===== src/sv/arctrk_pkg.sv =====
// Arcball rotation tracker: shared types, constants, sequencing tables and
// rounding helpers. No dependencies.
package arctrk_pkg;

   localparam int CoordBits = 12;
   localparam int FracBits  = 14;
   localparam int AccBits   = 40;
   localparam int DivBits   = 38;
   localparam int DenBits   = 29;
   localparam int RadBits   = 36;
   localparam int RootBits  = 18;
   localparam int ReqBits   = 88;
   localparam int UserBits  = 2;
   localparam int RspBits   = 72;
   localparam int CsrBits   = 16;
   localparam int CsrAddrBits = 3;

   typedef logic signed [15:0]        q14_type;
   typedef logic signed [16:0]        quat_type;
   typedef logic signed [AccBits-1:0] acc_type;

   typedef enum logic [1:0] {
      CMD_BEGIN = 2'd0,
      CMD_DRAG  = 2'd1,
      CMD_END   = 2'd2,
      CMD_SET   = 2'd3
   } cmd_type;

   typedef enum logic [CsrAddrBits-1:0] {
      REG_FRAME_W  = 3'd0,
      REG_FRAME_H  = 3'd1,
      REG_OFFSET_X = 3'd2,
      REG_OFFSET_Y = 3'd3,
      REG_RADIUS   = 3'd4
   } reg_type;

   typedef enum logic [12:0] {
      S_IDLE  = 13'b0000000000001,
      S_BALL  = 13'b0000000000010,
      S_HALVE = 13'b0000000000100,
      S_MAG   = 13'b0000000001000,
      S_BROOT = 13'b0000000010000,
      S_RIM   = 13'b0000000100000,
      S_POINT = 13'b0000001000000,
      S_QUAT  = 13'b0000010000000,
      S_NSQ   = 13'b0000100000000,
      S_NROOT = 13'b0001000000000,
      S_QDIV  = 13'b0010000000000,
      S_PROD  = 13'b0100000000000,
      S_EMIT  = 13'b1000000000000
   } state_type;

   localparam q14_type  RotOne  = 16'sd16384;
   localparam quat_type QuatOne = 17'sd16384;
   localparam q14_type  QMax    = 16'sh7fff;
   localparam q14_type  QMin    = 16'sh8000;
   localparam logic [DivBits-1:0] BallLim = DivBits'(2) << FracBits;
   localparam acc_type  OneSq   = acc_type'(1) <<< (2 * FracBits);

   // Drag quaternion terms: q0 = a.b, q1..q3 = cross(b, a)
   localparam logic [1:0] QuatA [16] = '{2'd0, 2'd1, 2'd2, 2'd2, 2'd1, 2'd0, 2'd2, 2'd1,
                                         2'd0, 2'd0, 2'd0, 2'd0, 2'd0, 2'd0, 2'd0, 2'd0};
   localparam logic [1:0] QuatB [16] = '{2'd0, 2'd1, 2'd2, 2'd1, 2'd2, 2'd2, 2'd0, 2'd0,
                                         2'd1, 2'd0, 2'd0, 2'd0, 2'd0, 2'd0, 2'd0, 2'd0};
   localparam logic [15:0] QuatSub   = 16'b0000_0001_0101_0000;
   localparam logic [15:0] QuatFirst = 16'b0000_0000_1010_1001;
   localparam int QuatSteps = 9;

   // Hamilton product start_rotation * q, four terms per component
   localparam logic [1:0] ProdS [16] = '{2'd0, 2'd1, 2'd2, 2'd3, 2'd0, 2'd1, 2'd2, 2'd3,
                                         2'd0, 2'd2, 2'd3, 2'd1, 2'd0, 2'd3, 2'd1, 2'd2};
   localparam logic [1:0] ProdQ [16] = '{2'd0, 2'd1, 2'd2, 2'd3, 2'd1, 2'd0, 2'd3, 2'd2,
                                         2'd2, 2'd0, 2'd1, 2'd3, 2'd3, 2'd0, 2'd2, 2'd1};
   localparam logic [15:0] ProdSub = 16'b1000_1000_1000_1110;

   // Drop FracBits fraction bits, nearest, halves away from zero
   function automatic acc_type round_frac(input acc_type v);
      acc_type mag;
      acc_type r;
      mag = v[AccBits-1] ? -v : v;
      r   = (mag + (acc_type'(1) <<< (FracBits - 1))) >>> FracBits;
      return v[AccBits-1] ? -r : r;
   endfunction

   // Clip to the signed 16 bit range
   function automatic q14_type sat_q14(input acc_type v);
      q14_type r;
      if (v > acc_type'(QMax)) begin
         r = QMax;
      end else if (v < acc_type'(QMin)) begin
         r = QMin;
      end else begin
         r = v[15:0];
      end
      return r;
   endfunction

endpackage


===== src/sv/arcball_rotation_tracker.sv =====
// Arcball rotation tracker: pointer events in, current rotation out.
// Depends on arctrk_pkg (types, sequencing tables, rounding helpers).
//
// One word in, one word out per event. End drag, set rotation and a drag-to
// outside a drag go straight to the emit state. Begin drag and drag-to take
// longer (drag-to less when the drag quaternion has zero length): the time is
// set by the bit-serial restoring divider (two quotients for the ball point,
// two more for rim projection, four for the normalization) and by the
// bit-serial square root (once or twice), plus a halving pass and the steps
// on the shared 18x18 multiplier. A new event is taken while the previous
// result still waits in the output register. Registers are to be written
// through csr_* only while the block is idle; the block itself does not
// enforce this. A zero frame size or radius acts as one.
module arcball_rotation_tracker (
   input  logic                               clock,
   input  logic                               reset,
   input  logic                               req_tvalid,
   output logic                               req_tready,
   // pointer_x[11:0], pointer_y[23:12], set_w[39:24], set_x[55:40],
   // set_y[71:56], set_z[87:72]
   input  logic [arctrk_pkg::ReqBits-1:0]     req_tdata,
   // cmd[1:0]
   input  logic [arctrk_pkg::UserBits-1:0]    req_tuser,
   output logic                               rsp_tvalid,
   input  logic                               rsp_tready,
   // rot_w[15:0], rot_x[31:16], rot_y[47:32], rot_z[63:48], drag_active[64]
   output logic [arctrk_pkg::RspBits-1:0]     rsp_tdata,
   input  logic                               csr_we,
   input  logic [arctrk_pkg::CsrAddrBits-1:0] csr_addr,
   input  logic [arctrk_pkg::CsrBits-1:0]     csr_wdata
);
   import arctrk_pkg::*;

   // control state
   state_type     state_ff, state_in;
   logic [4:0]    step_ff, step_in;
   logic          drag_ff, drag_in;
   logic          rsp_valid_ff, rsp_valid_in;
   logic          div_busy_ff, div_busy_in;
   logic          sq_busy_ff, sq_busy_in;
   logic [5:0]    div_cnt_ff, div_cnt_in;
   logic [4:0]    sq_cnt_ff, sq_cnt_in;

   // configuration
   logic [12:0]        frame_w_ff, frame_w_in, frame_h_ff, frame_h_in;
   logic signed [12:0] off_x_ff, off_x_in, off_y_ff, off_y_in;
   logic [15:0]        radius_ff, radius_in;

   // architectural state
   q14_type rot_ff [4];
   q14_type rot_in [4];
   q14_type srot_ff [4];
   q14_type srot_in [4];
   q14_type spt_ff [3];
   q14_type spt_in [3];

   // working payload
   cmd_type                cmd_ff, cmd_in;
   logic [CoordBits-1:0]   ptx_ff, ptx_in, pty_ff, pty_in;
   q14_type                bpt_ff [3];
   q14_type                bpt_in [3];
   logic [DivBits-1:0]     vx_ff, vx_in, vy_ff, vy_in;
   logic                   sx_ff, sx_in, sy_ff, sy_in;
   logic                   rim_ff, rim_in;
   logic                   qsign_ff, qsign_in;
   logic [RootBits-1:0]    norm_ff, norm_in;
   quat_type               q_ff [4];
   quat_type               q_in [4];
   acc_type                acc_ff, acc_in;
   logic [RspBits-1:0]     rsp_data_ff, rsp_data_in;

   // divider and square root datapath
   logic [DivBits-1:0]   div_num_ff, div_num_in;
   logic [DenBits-1:0]   div_rem_ff, div_rem_in, div_den_ff, div_den_in;
   logic [RadBits-1:0]   sq_rad_ff, sq_rad_in;
   logic [19:0]          sq_rem_ff, sq_rem_in;
   logic [RootBits-1:0]  sq_root_ff, sq_root_in;

   // combinational helpers
   logic                 req_fire;
   logic                 div_go, sq_go;
   logic [DivBits-1:0]   div_num_go;
   logic [DenBits-1:0]   div_den_go;
   logic [RadBits-1:0]   sq_rad_go;
   logic signed [17:0]   mul_a, mul_b;
   logic signed [35:0]   prod;
   acc_type              term;
   logic [1:0]           q_idx;
   quat_type             q_rd;
   logic [15:0]          q_mag;
   logic [12:0]          fw_eff, fh_eff;
   logic [15:0]          rad_eff;
   logic signed [16:0]   nx, ny;
   logic [15:0]          nx_mag, ny_mag;
   logic [29:0]          div_rem2, div_diff;
   logic                 div_ge;
   logic [21:0]          sq_rem2, sq_trial, sq_diff;
   logic                 sq_ge;
   logic signed [16:0]   vx_s, vy_s, quo_s;
   logic [3:0]           tix;
   logic [1:0]           wb_idx;

   assign req_fire   = req_tvalid && req_tready;
   assign req_tready = (state_ff == S_IDLE);
   assign rsp_tvalid = rsp_valid_ff;
   assign rsp_tdata  = rsp_data_ff;

   // zero registers act as one
   assign fw_eff  = (frame_w_ff == 13'd0) ? 13'd1 : frame_w_ff;
   assign fh_eff  = (frame_h_ff == 13'd0) ? 13'd1 : frame_h_ff;
   assign rad_eff = (radius_ff == 16'd0) ? 16'd1 : radius_ff;

   // pointer relative to ball center, doubled to stay integral
   assign nx = $signed({4'b0, ptx_ff, 1'b0}) - $signed({{3{off_x_ff[12]}}, off_x_ff, 1'b0})
             - $signed({4'b0, fw_eff});
   assign ny = $signed({4'b0, fh_eff}) - $signed({4'b0, pty_ff, 1'b0})
             - $signed({{3{off_y_ff[12]}}, off_y_ff, 1'b0});
   assign nx_mag = nx[16] ? 16'(-nx) : nx[15:0];
   assign ny_mag = ny[16] ? 16'(-ny) : ny[15:0];

   assign vx_s  = sx_ff ? -$signed({1'b0, vx_ff[15:0]}) : $signed({1'b0, vx_ff[15:0]});
   assign vy_s  = sy_ff ? -$signed({1'b0, vy_ff[15:0]}) : $signed({1'b0, vy_ff[15:0]});
   assign quo_s = $signed({1'b0, div_num_ff[15:0]});

   assign tix  = step_ff[3:0];
   assign q_rd = q_ff[q_idx];
   assign q_mag = q_rd[16] ? 16'(-q_rd) : q_rd[15:0];

   // shared multiplier
   assign prod = mul_a * mul_b;

   // one restoring divide step
   assign div_rem2 = {div_rem_ff, div_num_ff[DivBits-1]};
   assign div_diff = div_rem2 - {1'b0, div_den_ff};
   assign div_ge   = (div_rem2 >= {1'b0, div_den_ff});

   // one square root digit
   assign sq_rem2  = {sq_rem_ff, sq_rad_ff[RadBits-1 -: 2]};
   assign sq_trial = {2'b0, sq_root_ff, 2'b01};
   assign sq_diff  = sq_rem2 - sq_trial;
   assign sq_ge    = (sq_rem2 >= sq_trial);

   // sequencer and next-state logic
   always_comb begin
      state_in     = state_ff;
      step_in      = step_ff;
      drag_in      = drag_ff;
      rsp_valid_in = rsp_valid_ff && !rsp_tready;
      rsp_data_in  = rsp_data_ff;
      frame_w_in   = frame_w_ff;
      frame_h_in   = frame_h_ff;
      off_x_in     = off_x_ff;
      off_y_in     = off_y_ff;
      radius_in    = radius_ff;
      rot_in       = rot_ff;
      srot_in      = srot_ff;
      spt_in       = spt_ff;
      cmd_in       = cmd_ff;
      ptx_in       = ptx_ff;
      pty_in       = pty_ff;
      bpt_in       = bpt_ff;
      vx_in        = vx_ff;
      vy_in        = vy_ff;
      sx_in        = sx_ff;
      sy_in        = sy_ff;
      rim_in       = rim_ff;
      qsign_in     = qsign_ff;
      norm_in      = norm_ff;
      q_in         = q_ff;
      acc_in       = acc_ff;
      div_go       = 1'b0;
      div_num_go   = '0;
      div_den_go   = '0;
      sq_go        = 1'b0;
      sq_rad_go    = '0;
      mul_a        = '0;
      mul_b        = '0;
      term         = '0;
      q_idx        = step_ff[1:0];
      wb_idx       = '0;

      // register writes
      if (csr_we) begin
         case (csr_addr)
            REG_FRAME_W:  frame_w_in = csr_wdata[12:0];
            REG_FRAME_H:  frame_h_in = csr_wdata[12:0];
            REG_OFFSET_X: off_x_in   = $signed(csr_wdata[12:0]);
            REG_OFFSET_Y: off_y_in   = $signed(csr_wdata[12:0]);
            REG_RADIUS:   radius_in  = csr_wdata;
            default:      ;
         endcase
      end

      case (state_ff)
         S_IDLE: begin
            if (req_fire) begin
               cmd_in  = cmd_type'(req_tuser);
               ptx_in  = req_tdata[11:0];
               pty_in  = req_tdata[23:12];
               step_in = '0;
               case (cmd_type'(req_tuser))
                  CMD_BEGIN: state_in = S_BALL;
                  CMD_DRAG:  state_in = drag_ff ? S_BALL : S_EMIT;
                  CMD_END: begin
                     drag_in  = 1'b0;
                     state_in = S_EMIT;
                  end
                  CMD_SET: begin
                     drag_in   = 1'b0;
                     rot_in[0] = req_tdata[39:24];
                     rot_in[1] = req_tdata[55:40];
                     rot_in[2] = req_tdata[71:56];
                     rot_in[3] = req_tdata[87:72];
                     state_in  = S_EMIT;
                  end
                  default: state_in = S_EMIT;
               endcase
            end
         end

         // x and y onto the ball: round(n * 2^22 / (radius * frame))
         S_BALL: begin
            mul_a = 18'($signed({1'b0, rad_eff}));
            mul_b = (step_ff == 5'd0) ? 18'($signed({1'b0, fw_eff}))
                                      : 18'($signed({1'b0, fh_eff}));
            if (step_ff == 5'd0) begin
               div_go     = 1'b1;
               div_den_go = prod[DenBits-1:0];
               div_num_go = {nx_mag, 22'b0} + {10'b0, prod[DenBits-1:1]};
               sx_in      = nx[16];
               step_in    = 5'd1;
            end else if (!div_busy_ff) begin
               if (step_ff == 5'd1) begin
                  vx_in      = div_num_ff;
                  div_go     = 1'b1;
                  div_den_go = prod[DenBits-1:0];
                  div_num_go = {ny_mag, 22'b0} + {10'b0, prod[DenBits-1:1]};
                  sy_in      = ny[16];
                  step_in    = 5'd2;
               end else begin
                  vy_in    = div_num_ff;
                  state_in = S_HALVE;
               end
            end
         end

         // halve both magnitudes until neither exceeds 2.0
         S_HALVE: begin
            if (vx_ff > BallLim || vy_ff > BallLim) begin
               vx_in = vx_ff >> 1;
               vy_in = vy_ff >> 1;
            end else begin
               state_in = S_MAG;
               step_in  = '0;
            end
         end

         // x^2 + y^2, then root of it or of its distance to one
         S_MAG: begin
            if (step_ff == 5'd0) begin
               mul_a   = $signed({2'b0, vx_ff[15:0]});
               mul_b   = $signed({2'b0, vx_ff[15:0]});
               acc_in  = acc_type'(prod);
               step_in = 5'd1;
            end else if (step_ff == 5'd1) begin
               mul_a   = $signed({2'b0, vy_ff[15:0]});
               mul_b   = $signed({2'b0, vy_ff[15:0]});
               acc_in  = acc_ff + acc_type'(prod);
               step_in = 5'd2;
            end else begin
               rim_in    = (acc_ff > OneSq);
               sq_go     = 1'b1;
               sq_rad_go = (acc_ff > OneSq) ? acc_ff[RadBits-1:0]
                                            : RadBits'(OneSq - acc_ff);
               state_in  = S_BROOT;
            end
         end

         S_BROOT: begin
            if (!sq_busy_ff) begin
               if (rim_ff) begin
                  norm_in  = sq_root_ff;
                  state_in = S_RIM;
                  step_in  = '0;
               end else begin
                  bpt_in[0] = vx_s[15:0];
                  bpt_in[1] = vy_s[15:0];
                  bpt_in[2] = sq_root_ff[15:0];
                  state_in  = S_POINT;
               end
            end
         end

         // project onto the rim: round(v * one / |v|)
         S_RIM: begin
            if (step_ff == 5'd0) begin
               div_go     = 1'b1;
               div_den_go = {11'b0, norm_ff};
               div_num_go = {8'b0, vx_ff[15:0], 14'b0} + {21'b0, norm_ff[RootBits-1:1]};
               step_in    = 5'd1;
            end else if (!div_busy_ff) begin
               if (step_ff == 5'd1) begin
                  bpt_in[0]  = sx_ff ? 16'(-quo_s) : quo_s[15:0];
                  div_go     = 1'b1;
                  div_den_go = {11'b0, norm_ff};
                  div_num_go = {8'b0, vy_ff[15:0], 14'b0} + {21'b0, norm_ff[RootBits-1:1]};
                  step_in    = 5'd2;
               end else begin
                  bpt_in[1] = sy_ff ? 16'(-quo_s) : quo_s[15:0];
                  bpt_in[2] = '0;
                  state_in  = S_POINT;
               end
            end
         end

         S_POINT: begin
            if (cmd_ff == CMD_BEGIN) begin
               spt_in   = bpt_ff;
               srot_in  = rot_ff;
               drag_in  = 1'b1;
               state_in = S_EMIT;
            end else begin
               state_in = S_QUAT;
               step_in  = '0;
            end
         end

         // dot and cross terms; round the finished component one step later
         S_QUAT: begin
            if (step_ff < 5'(QuatSteps)) begin
               mul_a  = 18'(spt_ff[QuatA[tix]]);
               mul_b  = 18'(bpt_ff[QuatB[tix]]);
               term   = QuatSub[tix] ? -acc_type'(prod) : acc_type'(prod);
               acc_in = (QuatFirst[tix] ? acc_type'(0) : acc_ff) + term;
            end
            if (step_ff != 5'd0 && (step_ff == 5'(QuatSteps) || QuatFirst[tix])) begin
               wb_idx       = 2'((step_ff - 5'd3) >> 1);
               q_in[wb_idx] = quat_type'(round_frac(acc_ff));
            end
            if (step_ff == 5'(QuatSteps)) begin
               state_in = S_NSQ;
               step_in  = '0;
            end else begin
               step_in = step_ff + 5'd1;
            end
         end

         // squared length of the drag quaternion
         S_NSQ: begin
            if (step_ff < 5'd4) begin
               mul_a   = 18'(q_rd);
               mul_b   = 18'(q_rd);
               acc_in  = ((step_ff == 5'd0) ? acc_type'(0) : acc_ff) + acc_type'(prod);
               step_in = step_ff + 5'd1;
            end else begin
               sq_go     = 1'b1;
               sq_rad_go = acc_ff[RadBits-1:0];
               state_in  = S_NROOT;
            end
         end

         S_NROOT: begin
            if (!sq_busy_ff) begin
               step_in = '0;
               if (sq_root_ff == '0) begin
                  q_in[0]  = QuatOne;
                  q_in[1]  = '0;
                  q_in[2]  = '0;
                  q_in[3]  = '0;
                  state_in = S_PROD;
               end else begin
                  norm_in  = sq_root_ff;
                  state_in = S_QDIV;
               end
            end
         end

         // normalize: round(q * one / n), one component per quotient
         S_QDIV: begin
            if (step_ff == 5'd0 || !div_busy_ff) begin
               if (step_ff != 5'd0) begin
                  wb_idx       = 2'(step_ff - 5'd1);
                  q_in[wb_idx] = qsign_ff ? -quo_s : quo_s;
               end
               if (step_ff < 5'd4) begin
                  qsign_in   = q_rd[16];
                  div_go     = 1'b1;
                  div_den_go = {11'b0, norm_ff};
                  div_num_go = {8'b0, q_mag, 14'b0} + {21'b0, norm_ff[RootBits-1:1]};
                  step_in    = step_ff + 5'd1;
               end else begin
                  state_in = S_PROD;
                  step_in  = '0;
               end
            end
         end

         // rotation = start rotation * q, rounded and clipped
         S_PROD: begin
            if (step_ff < 5'd16) begin
               q_idx  = ProdQ[tix];
               mul_a  = 18'(srot_ff[ProdS[tix]]);
               mul_b  = 18'(q_rd);
               term   = ProdSub[tix] ? -acc_type'(prod) : acc_type'(prod);
               acc_in = ((step_ff[1:0] == 2'd0) ? acc_type'(0) : acc_ff) + term;
            end
            if (step_ff != 5'd0 && step_ff[1:0] == 2'd0) begin
               wb_idx         = 2'((step_ff >> 2) - 5'd1);
               rot_in[wb_idx] = sat_q14(round_frac(acc_ff));
            end
            if (step_ff == 5'd16) begin
               state_in = S_EMIT;
            end else begin
               step_in = step_ff + 5'd1;
            end
         end

         // load the output register once it is free
         S_EMIT: begin
            if (!rsp_valid_ff || rsp_tready) begin
               rsp_valid_in = 1'b1;
               rsp_data_in  = {7'b0, drag_ff, rot_ff[3], rot_ff[2], rot_ff[1], rot_ff[0]};
               state_in     = S_IDLE;
            end
         end

         default: state_in = S_IDLE;
      endcase

      // divider: one quotient bit per cycle
      div_busy_in = div_busy_ff;
      div_cnt_in  = div_cnt_ff;
      div_num_in  = div_num_ff;
      div_rem_in  = div_rem_ff;
      div_den_in  = div_den_ff;
      if (div_go) begin
         div_busy_in = 1'b1;
         div_cnt_in  = 6'(DivBits);
         div_num_in  = div_num_go;
         div_rem_in  = '0;
         div_den_in  = div_den_go;
      end else if (div_busy_ff) begin
         div_rem_in  = div_ge ? div_diff[DenBits-1:0] : div_rem2[DenBits-1:0];
         div_num_in  = {div_num_ff[DivBits-2:0], div_ge};
         div_cnt_in  = div_cnt_ff - 6'd1;
         div_busy_in = (div_cnt_ff != 6'd1);
      end

      // square root: one root bit per cycle
      sq_busy_in = sq_busy_ff;
      sq_cnt_in  = sq_cnt_ff;
      sq_rad_in  = sq_rad_ff;
      sq_rem_in  = sq_rem_ff;
      sq_root_in = sq_root_ff;
      if (sq_go) begin
         sq_busy_in = 1'b1;
         sq_cnt_in  = 5'(RootBits);
         sq_rad_in  = sq_rad_go;
         sq_rem_in  = '0;
         sq_root_in = '0;
      end else if (sq_busy_ff) begin
         sq_rem_in  = sq_ge ? sq_diff[19:0] : sq_rem2[19:0];
         sq_root_in = {sq_root_ff[RootBits-2:0], sq_ge};
         sq_rad_in  = {sq_rad_ff[RadBits-3:0], 2'b00};
         sq_cnt_in  = sq_cnt_ff - 5'd1;
         sq_busy_in = (sq_cnt_ff != 5'd1);
      end
   end

   // control and architectural registers
   always_ff @(posedge clock) begin
      if (reset) begin
         state_ff     <= S_IDLE;
         step_ff      <= '0;
         drag_ff      <= 1'b0;
         rsp_valid_ff <= 1'b0;
         div_busy_ff  <= 1'b0;
         sq_busy_ff   <= 1'b0;
         div_cnt_ff   <= '0;
         sq_cnt_ff    <= '0;
         frame_w_ff   <= 13'd1;
         frame_h_ff   <= 13'd1;
         off_x_ff     <= '0;
         off_y_ff     <= '0;
         radius_ff    <= 16'd256;
         rot_ff[0]    <= RotOne;
         rot_ff[1]    <= '0;
         rot_ff[2]    <= '0;
         rot_ff[3]    <= '0;
      end else begin
         state_ff     <= state_in;
         step_ff      <= step_in;
         drag_ff      <= drag_in;
         rsp_valid_ff <= rsp_valid_in;
         div_busy_ff  <= div_busy_in;
         sq_busy_ff   <= sq_busy_in;
         div_cnt_ff   <= div_cnt_in;
         sq_cnt_ff    <= sq_cnt_in;
         frame_w_ff   <= frame_w_in;
         frame_h_ff   <= frame_h_in;
         off_x_ff     <= off_x_in;
         off_y_ff     <= off_y_in;
         radius_ff    <= radius_in;
         rot_ff       <= rot_in;
      end
   end

   // payload registers
   always_ff @(posedge clock) begin
      srot_ff     <= srot_in;
      spt_ff      <= spt_in;
      cmd_ff      <= cmd_in;
      ptx_ff      <= ptx_in;
      pty_ff      <= pty_in;
      bpt_ff      <= bpt_in;
      vx_ff       <= vx_in;
      vy_ff       <= vy_in;
      sx_ff       <= sx_in;
      sy_ff       <= sy_in;
      rim_ff      <= rim_in;
      qsign_ff    <= qsign_in;
      norm_ff     <= norm_in;
      q_ff        <= q_in;
      acc_ff      <= acc_in;
      rsp_data_ff <= rsp_data_in;
      div_num_ff  <= div_num_in;
      div_rem_ff  <= div_rem_in;
      div_den_ff  <= div_den_in;
      sq_rad_ff   <= sq_rad_in;
      sq_rem_ff   <= sq_rem_in;
      sq_root_ff  <= sq_root_in;
   end

   // the divider and the root unit never run together
   a_units_exclusive: assert property (@(posedge clock) disable iff (reset)
      !(div_busy_ff && sq_busy_ff))
      else $error("divider and square root busy together");

   // an idle sequencer leaves no unit running
   a_idle_quiet: assert property (@(posedge clock) disable iff (reset)
      (state_ff == S_IDLE) |-> (!div_busy_ff && !sq_busy_ff))
      else $error("arithmetic unit busy while idle");

   // a result appears only from the emit state
   a_rsp_from_emit: assert property (@(posedge clock) disable iff (reset)
      $rose(rsp_valid_ff) |-> $past(state_ff == S_EMIT))
      else $error("result word raised outside emit");

   // the drag flag moves only on an accepted word or a finished ball point
   a_drag_source: assert property (@(posedge clock) disable iff (reset)
      !$stable(drag_ff) |-> ($past(req_fire) || $past(state_ff == S_POINT)))
      else $error("drag flag changed without cause");

endmodule


===== config.mk =====
export PLATFORM = sky130hd
export DESIGN_NAME = arcball_rotation_tracker
export DESIGN_NICKNAME = d
export VERILOG_FILES = /design/src/sv/arctrk_pkg.sv /design/src/sv/arcball_rotation_tracker.sv
export SDC_FILE = /design/constraint.sdc
export NUM_CORES = 2
export LEC_CHECK = 0
export BUFFER_PORTS_ARGS = -buffer_cell sky130_fd_sc_hd__buf_2
export CAP_MARGIN = 20
export CORE_UTILIZATION = 40
export DETAILED_ROUTE_END_ITERATION = 16
export PLACE_DENSITY = 0.59
export SYNTH_ARGS = -nofsm -noshare
export SYNTH_HDL_FRONTEND = slang
export SYNTH_SLANG_ARGS = --single-unit

===== constraint.sdc =====
create_clock -name clock -period 17.1 [get_ports clock]
set_input_delay 0 -clock clock [delete_from_list [all_inputs] [get_ports clock]]
set_output_delay 0 -clock clock [all_outputs]
set_load 0.01 [all_outputs]

# ---- Yosys cells after proc, flatten, opt, wreduce, memory -nomap -nowiden
# Memories as Yosys holds them, arrays and structs flattened. A register that Yosys moved wholly into a read port is not among the register bits.
# Index checks and enable logic that the tools add are counted.
dict set report totals {
  wordCells 451
  in_bits 114
  regBits 792
  romBits 176
  memories 7
  output_inout_bits 74
}
# name words word_bits read_ports rd_ports_with_merged_regs wr line_no
set memory_table {}
lappend memory_table {{(name not given)} 16 2 1 0 0 arcball_rotation_tracker.sv:402} ;# mul_a = 18'(srot_ff[ProdS[tix]]);
lappend memory_table {{(name not given)} 16 2 1 0 0 arcball_rotation_tracker.sv:401} ;# q_idx = ProdQ[tix];
lappend memory_table {{(name not given)} 16 2 1 0 0 arcball_rotation_tracker.sv:332} ;# mul_b = 18'(bpt_ff[QuatB[tix]]);
lappend memory_table {{(name not given)} 16 2 1 0 0 arcball_rotation_tracker.sv:331} ;# mul_a = 18'(spt_ff[QuatA[tix]]);
lappend memory_table {{(name not given)} 16 1 1 1 0 arcball_rotation_tracker.sv:404} ;# term = ProdSub[tix] ? -acc_type'(prod) : acc_type'(prod);
lappend memory_table {{(name not given)} 16 1 1 1 0 arcball_rotation_tracker.sv:336} ;# if (step_ff != 5'd0 && (step_ff == 5'(QuatSteps) || QuatFirst[tix])) begin
lappend memory_table {{1 more memories} - - - - - -}
dict set report op_classes {
  n_mul 1
  bitwise 11
  n_reduce_logical 61
  n_eq_ne 63
  magnitude_cmp 22
  n_addsub 32
  muxes 203
}
# op n
set ops {}
lappend ops {{$mux 38} 13}
lappend ops {{$mux 40} 12}
lappend ops {{$mux 16} 22}
lappend ops {{$mux 68} 5}
lappend ops {{$mux 13} 23}
lappend ops {{$mux 18} 14}
lappend ops {{$mux 36} 6}
lappend ops {{$pmux 68 s3} 1}
lappend ops {{$mux 48} 4}
lappend ops {{$mux 64} 3}
lappend ops {{$pmux 18 s5} 2}
lappend ops {{$pmux 13 s13} 1}
lappend ops {{$pmux 40 s4} 1}
lappend ops {{$mux 31} 5}
lappend ops {{$pmux 38 s2} 2}
lappend ops {{$bwmux 68} 2}
lappend ops {{$pmux 64 s2} 1}
lappend ops {{$mux 29} 4}
lappend ops {{$pmux 38 s3} 1}
lappend ops {{$bmux 16 s2} 3}
lappend ops {{$pmux 48 s2} 1}
lappend ops {{$add 30x17->31} 3}
lappend ops {{$pmux 29 s3} 1}
lappend ops {{$mux 17} 5}
lappend ops {{other kinds (105)} 258}

# ---- Depth between registers and ports, before layout
dict set report depth {
  word_depth 19
  ltp_mapped 57
}

# ---- Worst setup path before layout
# OpenSTA, ideal clock, no wires.
dict set report synth_path {
  kind {register to register}
  startpoint {reg step_ff[2]}
  endpoint {reg acc_ff[38], data pin}
  n_path_buf 6
  path_stages_with_launch 50
  arrival_time_ns 13.240
  setup_time_ns 0.265
  t_required_ns 16.835
  slack_ns 3.595
  path_cell_list {dfxtp_1 > clkbuf_1 > clkbuf_1 > inv_1 > ha_1 > nor2_1 > a31oi_1 > nor3_1 > nor2_1 > clkbuf_1 > clkbuf_1 > clkbuf_1 > a21oi_1 > a2111oi_0 > clkbuf_1 > nor2_1 > fa_1 > inv_1 > [14 not listed] > o2111ai_1 > or3_1 > or2_2 > o21ai_0 > xnor2_1 > ha_1 > a21oi_1 > o21ai_0 > a21o_1 > a221oi_1 > o21ai_0 > a211o_1 > a21oi_1 > o21ai_0 > a41oi_1 > xnor2_1 > a221oi_1 > a31oi_1}
}
dict set report synth_between {
  elab_chain_len 18
  word_cells_on_any_way 61
  classes_between {5 x add/sub; 1 x mul; 3 x order compare; 1 x eq/ne; 41 x mux; 5 x bitwise; 1 x reduce/logical; 4 x memory}
}
# element line_no
set synth_lines {}
lappend synth_lines {{from (decl)} arcball_rotation_tracker.sv:36} ;# logic [4:0] step_ff, step_in;
lappend synth_lines {{from (signal assigned)} arcball_rotation_tracker.sv:492} ;# step_ff <= step_in;
lappend synth_lines {{$not 4->5 (implied by the code)} -}
lappend synth_lines {{$mem_v2 16x2} -}
lappend synth_lines {{$mux 2 (implied by the code) (2 in series)} arcball_rotation_tracker.sv:401}
lappend synth_lines {{$mux 2} arcball_rotation_tracker.sv:400} ;# if (step_ff < 5'd16) begin
lappend synth_lines {{$mux 2} arcball_rotation_tracker.sv:194} ;# case (state_ff)
lappend synth_lines {{$not 2->3 (implied by the code)} arcball_rotation_tracker.sv:126} ;# assign q_rd = q_ff[q_idx];
lappend synth_lines {{$bmux 17 s2} arcball_rotation_tracker.sv:126}
lappend synth_lines {{$mux 17 (implied by the code) (2 in series)} arcball_rotation_tracker.sv:126}
lappend synth_lines {{$mux 18, on equally long branches} {arcball_rotation_tracker.sv:350, arcball_rotation_tracker.sv:400}}
lappend synth_lines {{$pmux 18 s5} arcball_rotation_tracker.sv:194}
lappend synth_lines {{$mul 18x18->36} arcball_rotation_tracker.sv:130} ;# assign prod = mul_a * mul_b;
lappend synth_lines {{$neg 36->40} {arcball_rotation_tracker.sv:333, arcball_rotation_tracker.sv:404}}
lappend synth_lines {{$mux 40, on equally long branches} {arcball_rotation_tracker.sv:404, arcball_rotation_tracker.sv:333}}
lappend synth_lines {{$add 40x40->40, on equally long branches} {arcball_rotation_tracker.sv:405, arcball_rotation_tracker.sv:334}}
lappend synth_lines {{$mux 40, on equally long branches} {arcball_rotation_tracker.sv:400, arcball_rotation_tracker.sv:330}}
lappend synth_lines {{$pmux 40 s4 *} arcball_rotation_tracker.sv:194}
lappend synth_lines {{named net acc_in[38]} arcball_rotation_tracker.sv:69} ;# acc_type acc_ff, acc_in;
lappend synth_lines {{to (signal assigned)} arcball_rotation_tracker.sv:524} ;# acc_ff <= acc_in;
lappend synth_lines {{to (decl)} arcball_rotation_tracker.sv:69}
# Mark *: on every way through the listed nets, which the timed path passes. The rest lies on a longest branch. The select of a mux whose other input is x is not followed.
# A chain may end at the register's enable or synchronous reset.

# ---- Final worst setup path
dict set report layout_path {
  startpoint {reg state_ff[5]}
  endpoint {reg acc_ff[39], data pin}
}
dict set report layout_between {
  elab_chain_len 14
  word_cells_on_any_way 28
  classes_between {5 x add/sub; 1 x mul; 5 x eq/ne; 16 x mux; 1 x bitwise}
}
# element line_no
set layout_lines {}
lappend layout_lines {{from (decl)} arcball_rotation_tracker.sv:35} ;# state_type state_ff, state_in;
lappend layout_lines {{from (signal assigned)} arcball_rotation_tracker.sv:491} ;# state_ff <= state_in;
lappend layout_lines {{$eq 13x12->1} arcball_rotation_tracker.sv:194}
lappend layout_lines {{$mux 2} arcball_rotation_tracker.sv:194}
lappend layout_lines {{$not 2->3 (implied by the code)} arcball_rotation_tracker.sv:126}
lappend layout_lines {{$bmux 17 s2} arcball_rotation_tracker.sv:126}
lappend layout_lines {{$mux 17 (implied by the code) (2 in series)} arcball_rotation_tracker.sv:126}
lappend layout_lines {{$mux 18, on equally long branches} {arcball_rotation_tracker.sv:350, arcball_rotation_tracker.sv:400}}
lappend layout_lines {{$pmux 18 s5} arcball_rotation_tracker.sv:194}
lappend layout_lines {{$mul 18x18->36} arcball_rotation_tracker.sv:130}
lappend layout_lines {{$neg 36->40} {arcball_rotation_tracker.sv:333, arcball_rotation_tracker.sv:404}}
lappend layout_lines {{$mux 40, on equally long branches} {arcball_rotation_tracker.sv:404, arcball_rotation_tracker.sv:333}}
lappend layout_lines {{$add 40x40->40, on equally long branches} {arcball_rotation_tracker.sv:405, arcball_rotation_tracker.sv:334}}
lappend layout_lines {{$mux 40, on equally long branches} {arcball_rotation_tracker.sv:400, arcball_rotation_tracker.sv:330}}
lappend layout_lines {{$pmux 40 s4 *} arcball_rotation_tracker.sv:194}
lappend layout_lines {{named net acc_in[39]} arcball_rotation_tracker.sv:69}
# Marks and branches as above.

==> out/summary.txt <==
critical path's largest stage delay - 1.06 ns
FP Rows - 151
count of cell types in the netlist - 97
clock root cell - clkbuf_16
commonest non-fill, non-tap cell in the layout - nand2_1
unrepaired setup endpoints after global routing - false
power per cell area - 100 nW/um^2
Die Width - 417 um
crit path DAT - 15.49 ns
crit start category - flip-flop
DP Area - 72200 um^2
vias in the first global route - 60165
Hold Crit Depth - 4
initial drt markers - 6861
die height - 417 um
max_slew headroom - 13.2%
Post-Syn Area per Cell - 8.65 um^2
total number of H-tree levels - 3
initial antenna violation count - 12
internal power - 4.69 mW
GR Overflow Total - 0
overall power - 7.75 mW
Final setup viols - 0
Compound-Gate Fraction of Synth Area - 17.3%
max frequency - 0.0665 GHz
IO Pins - 188
status - finished, final reports clean
# DRC - 0
crit path capture type - flip-flop
Setup Buffers After CTS - 0
Worst Tran Pin Value - 1.29 ns
clock sink count - 795
Clock transition at path regs - 0.07 ns
PortBufs - 180
dpl cells - 10070
Fin. Hold Viols - 0
Worst IR Drop VDD - 0.0848 mV
MaxCap Viol Count - 0
prevailing post-synth register cell - edfxtp_1
first drt pass iteration count - 7
clock network fraction of total power - 27.6%
FF+latch count, synth - 795
Net Sw Frac - 39.5%
min cycle time layout - 15.03 ns
register area - 21500 um^2
first-pass GRT wire length - 387000 um
pin count of the biggest net entering global routing - 86
kind of critical path - reg2reg
warnings from Yosys - 0
async set-reset flop share out of synthesis - 0%
fillers - 16493
Post-DRT Antenna Nets - 0
most frequent CP cell - fa_1
worst min-delay path category - in2reg
non-filler cells, final - 10424
Via Count - 62283
routed vias/inst - 5.97
post-synthesis mux area share - 2.85%
max-slew violations - 0
largest family of logic cells by synthesized area - simple AND/OR/NAND/NOR gates
CTS tree - yes
Reg power frac - 32.9%
pre-CTS setup slack - 2.37 ns
Total GRT Usage - 29.6%
die footprint - 173000 um^2
design area - 77300 um^2
Sw Pwr - 3.06 mW
Final Net Count - 8961
starting density of the core - 40.4%
post-DP HPWL - 198000 um
sequential-to-total area share from yosys stat - 31.3%
reg2reg path depth - 44
TNS Setup - 0 ns
leakage - 31.8 nW
Core Box Area - 170000 um^2
wire length per cell - 25.2 um
multi-input logic area - 43300 um^2
simple-gate portion of the synthesized area - 18.9%
most frequent cells in the layout - nand2_1 (1066), inv_1 (671), nor2_1 (650), edfxtp_1 (560), a21oi_1 (466)
area growth from synthesis to layout - 12.5%
Final period util - 87.9%
Final GP Congestion - 1.05
Post-Syn Area - 68700 um^2
Synth Instances - 7943
layout cell share with drive strength beyond 1 - 8.19%
Final WS setup - 2.07 ns
Logic pwr share - 39.5%
core occupancy in the finished layout - 45.5%
cts bufs inserted - 91
number of flops mapped to enable cells by yosys - 560
Critical Path RT - 17.56 ns
CTS max path bufs - 3
worst clock skew - 0.0627 ns
Worst-Skew Late Latency - 0.77 ns
Min Hold Slack - 0.112 ns
Total Wirelength - 263000 um
worst-path fanout max - 25
Worst path slowest cell - a2111oi_0
xor/xnor share of the synthesized area - 6.67%
Synth Area in Adders - 16.9%
==> critical path, delay by kind of cell, from the launching register on <==
kind	cells	cell delay [ns]
AND/OR/NAND/NOR	11	3.56
AO/OA/AOI/OAI	14	5.12
buffers and inverters	7	0.93
flip-flops	1	0.36
adder cells (fa/ha/maj)	8	3.93
multiplexers	2	0.50
XOR/XNOR	2	0.32
==> Yosys cell counts (all sizes together) (23+ instances only) <==
cell type  number  area [um^2]
a22oi          50          375
nand2        1067         4010
nand3b         25          188
o21bai         56          420
mux2i         137         1370
o21ai         456         2280
nand3         107          536
xnor2         329         2890
a221oi         39          342
edfxtp        560        16800
clkbuf        371         1390
nor3          193          977
nand2b         99          619
xor2          191         1670
buf            64          283
a221o          28          280
fa            342         6850
o22ai          83          519
dfxtp         235         4700
o31ai          43          323
and2           80          500
o211ai         36          270
o21a           47          353
inv           672         2520
or4            23          176
or2            61          382
nor4           73          475
and3           54          338
a31oi          49          307
a21o          138         1040
o31a           23          201
nand4          60          375
nor2b         122          763
a21boi         37          278
a21oi         468         2340
ha            380         4750
nor2          654         2450
a211oi         92          691
or3            85          532
nor3b          23          173
==> flip-flops by register name, summed over array words and instances (netlist names), 13 cells and up, named ones only <==
register,count
rot_ff,64
div_den_ff,29
acc_ff,40
bpt_ff,48
frame_w_ff,13
sq_rem_ff,20
off_y_ff,13
sq_root_ff,18
q_ff,68
rsp_tdata,65
spt_ff,48
vx_ff,38
norm_ff,18
srot_ff,64
sq_rad_ff,36
vy_ff,38
state_ff,13
div_rem_ff,29
div_num_ff,38
frame_h_ff,13
off_x_ff,13
radius_ff,16
==> power groups by stage <==
stage | logic [mW] | registers, mW | clock network (mW)
after detailed placement | 2.89 | 2.58 | 0
after CTS | 2.98 | 2.54 | 2.16
final | 3.06 | 2.55 | 2.14
after floorplan | 2.08 | 2.49 | 0
after global placement | 2.85 | 2.57 | 0
after global routing | 3.33 | 2.56 | 2.22
==> worst paths after layout <==
check | start | end | slack, ns
worst max-delay path | state_ff[5] | acc_ff[39] | 2.07
worst min register to register | rot_ff[47] | srot_ff[47] | 0.45
worst min-delay path | csr_we | radius_ff[8] | 0.11
worst max register to register | state_ff[5] | acc_ff[39] | 2.07
==> cells by family after synthesis <==
group / count (synthesis)
and+or+nand+nor: 2777
other: 1
buffers and inverters: 1110
muxes: 171
adders and majority gates: 723
DFF: 795
xor gates and xnor gates: 521
AOI/OAI and AO/OA: 1845
==> layer usage <==
metal,share of wire (%),global-route usage (%)
met5,0.011,0
met2,44,45.3
met3,8.7,4.65
met4,6.6,18.1
met1,41,39.2
==> layout make-up <==
cell class	count	share of cell area (%)
inverter	675	3.28
timing repair buffer	518	5.12
antenna	4	0.0129
multi-input combinational	6044	56.0
sequential	795	27.8
clock inverter	50	0.842
tap	2218	3.59
clock buffer	120	3.31
==> what timing repair did <==
| item | in CTS | in global routing |
|---|---|---|
| resized for setup | 0 | 0 |
| hold endpoints to repair | 174 | 0 |
| hold buffers | 173 | 0 |
Power figures use the tool's default switching activity.
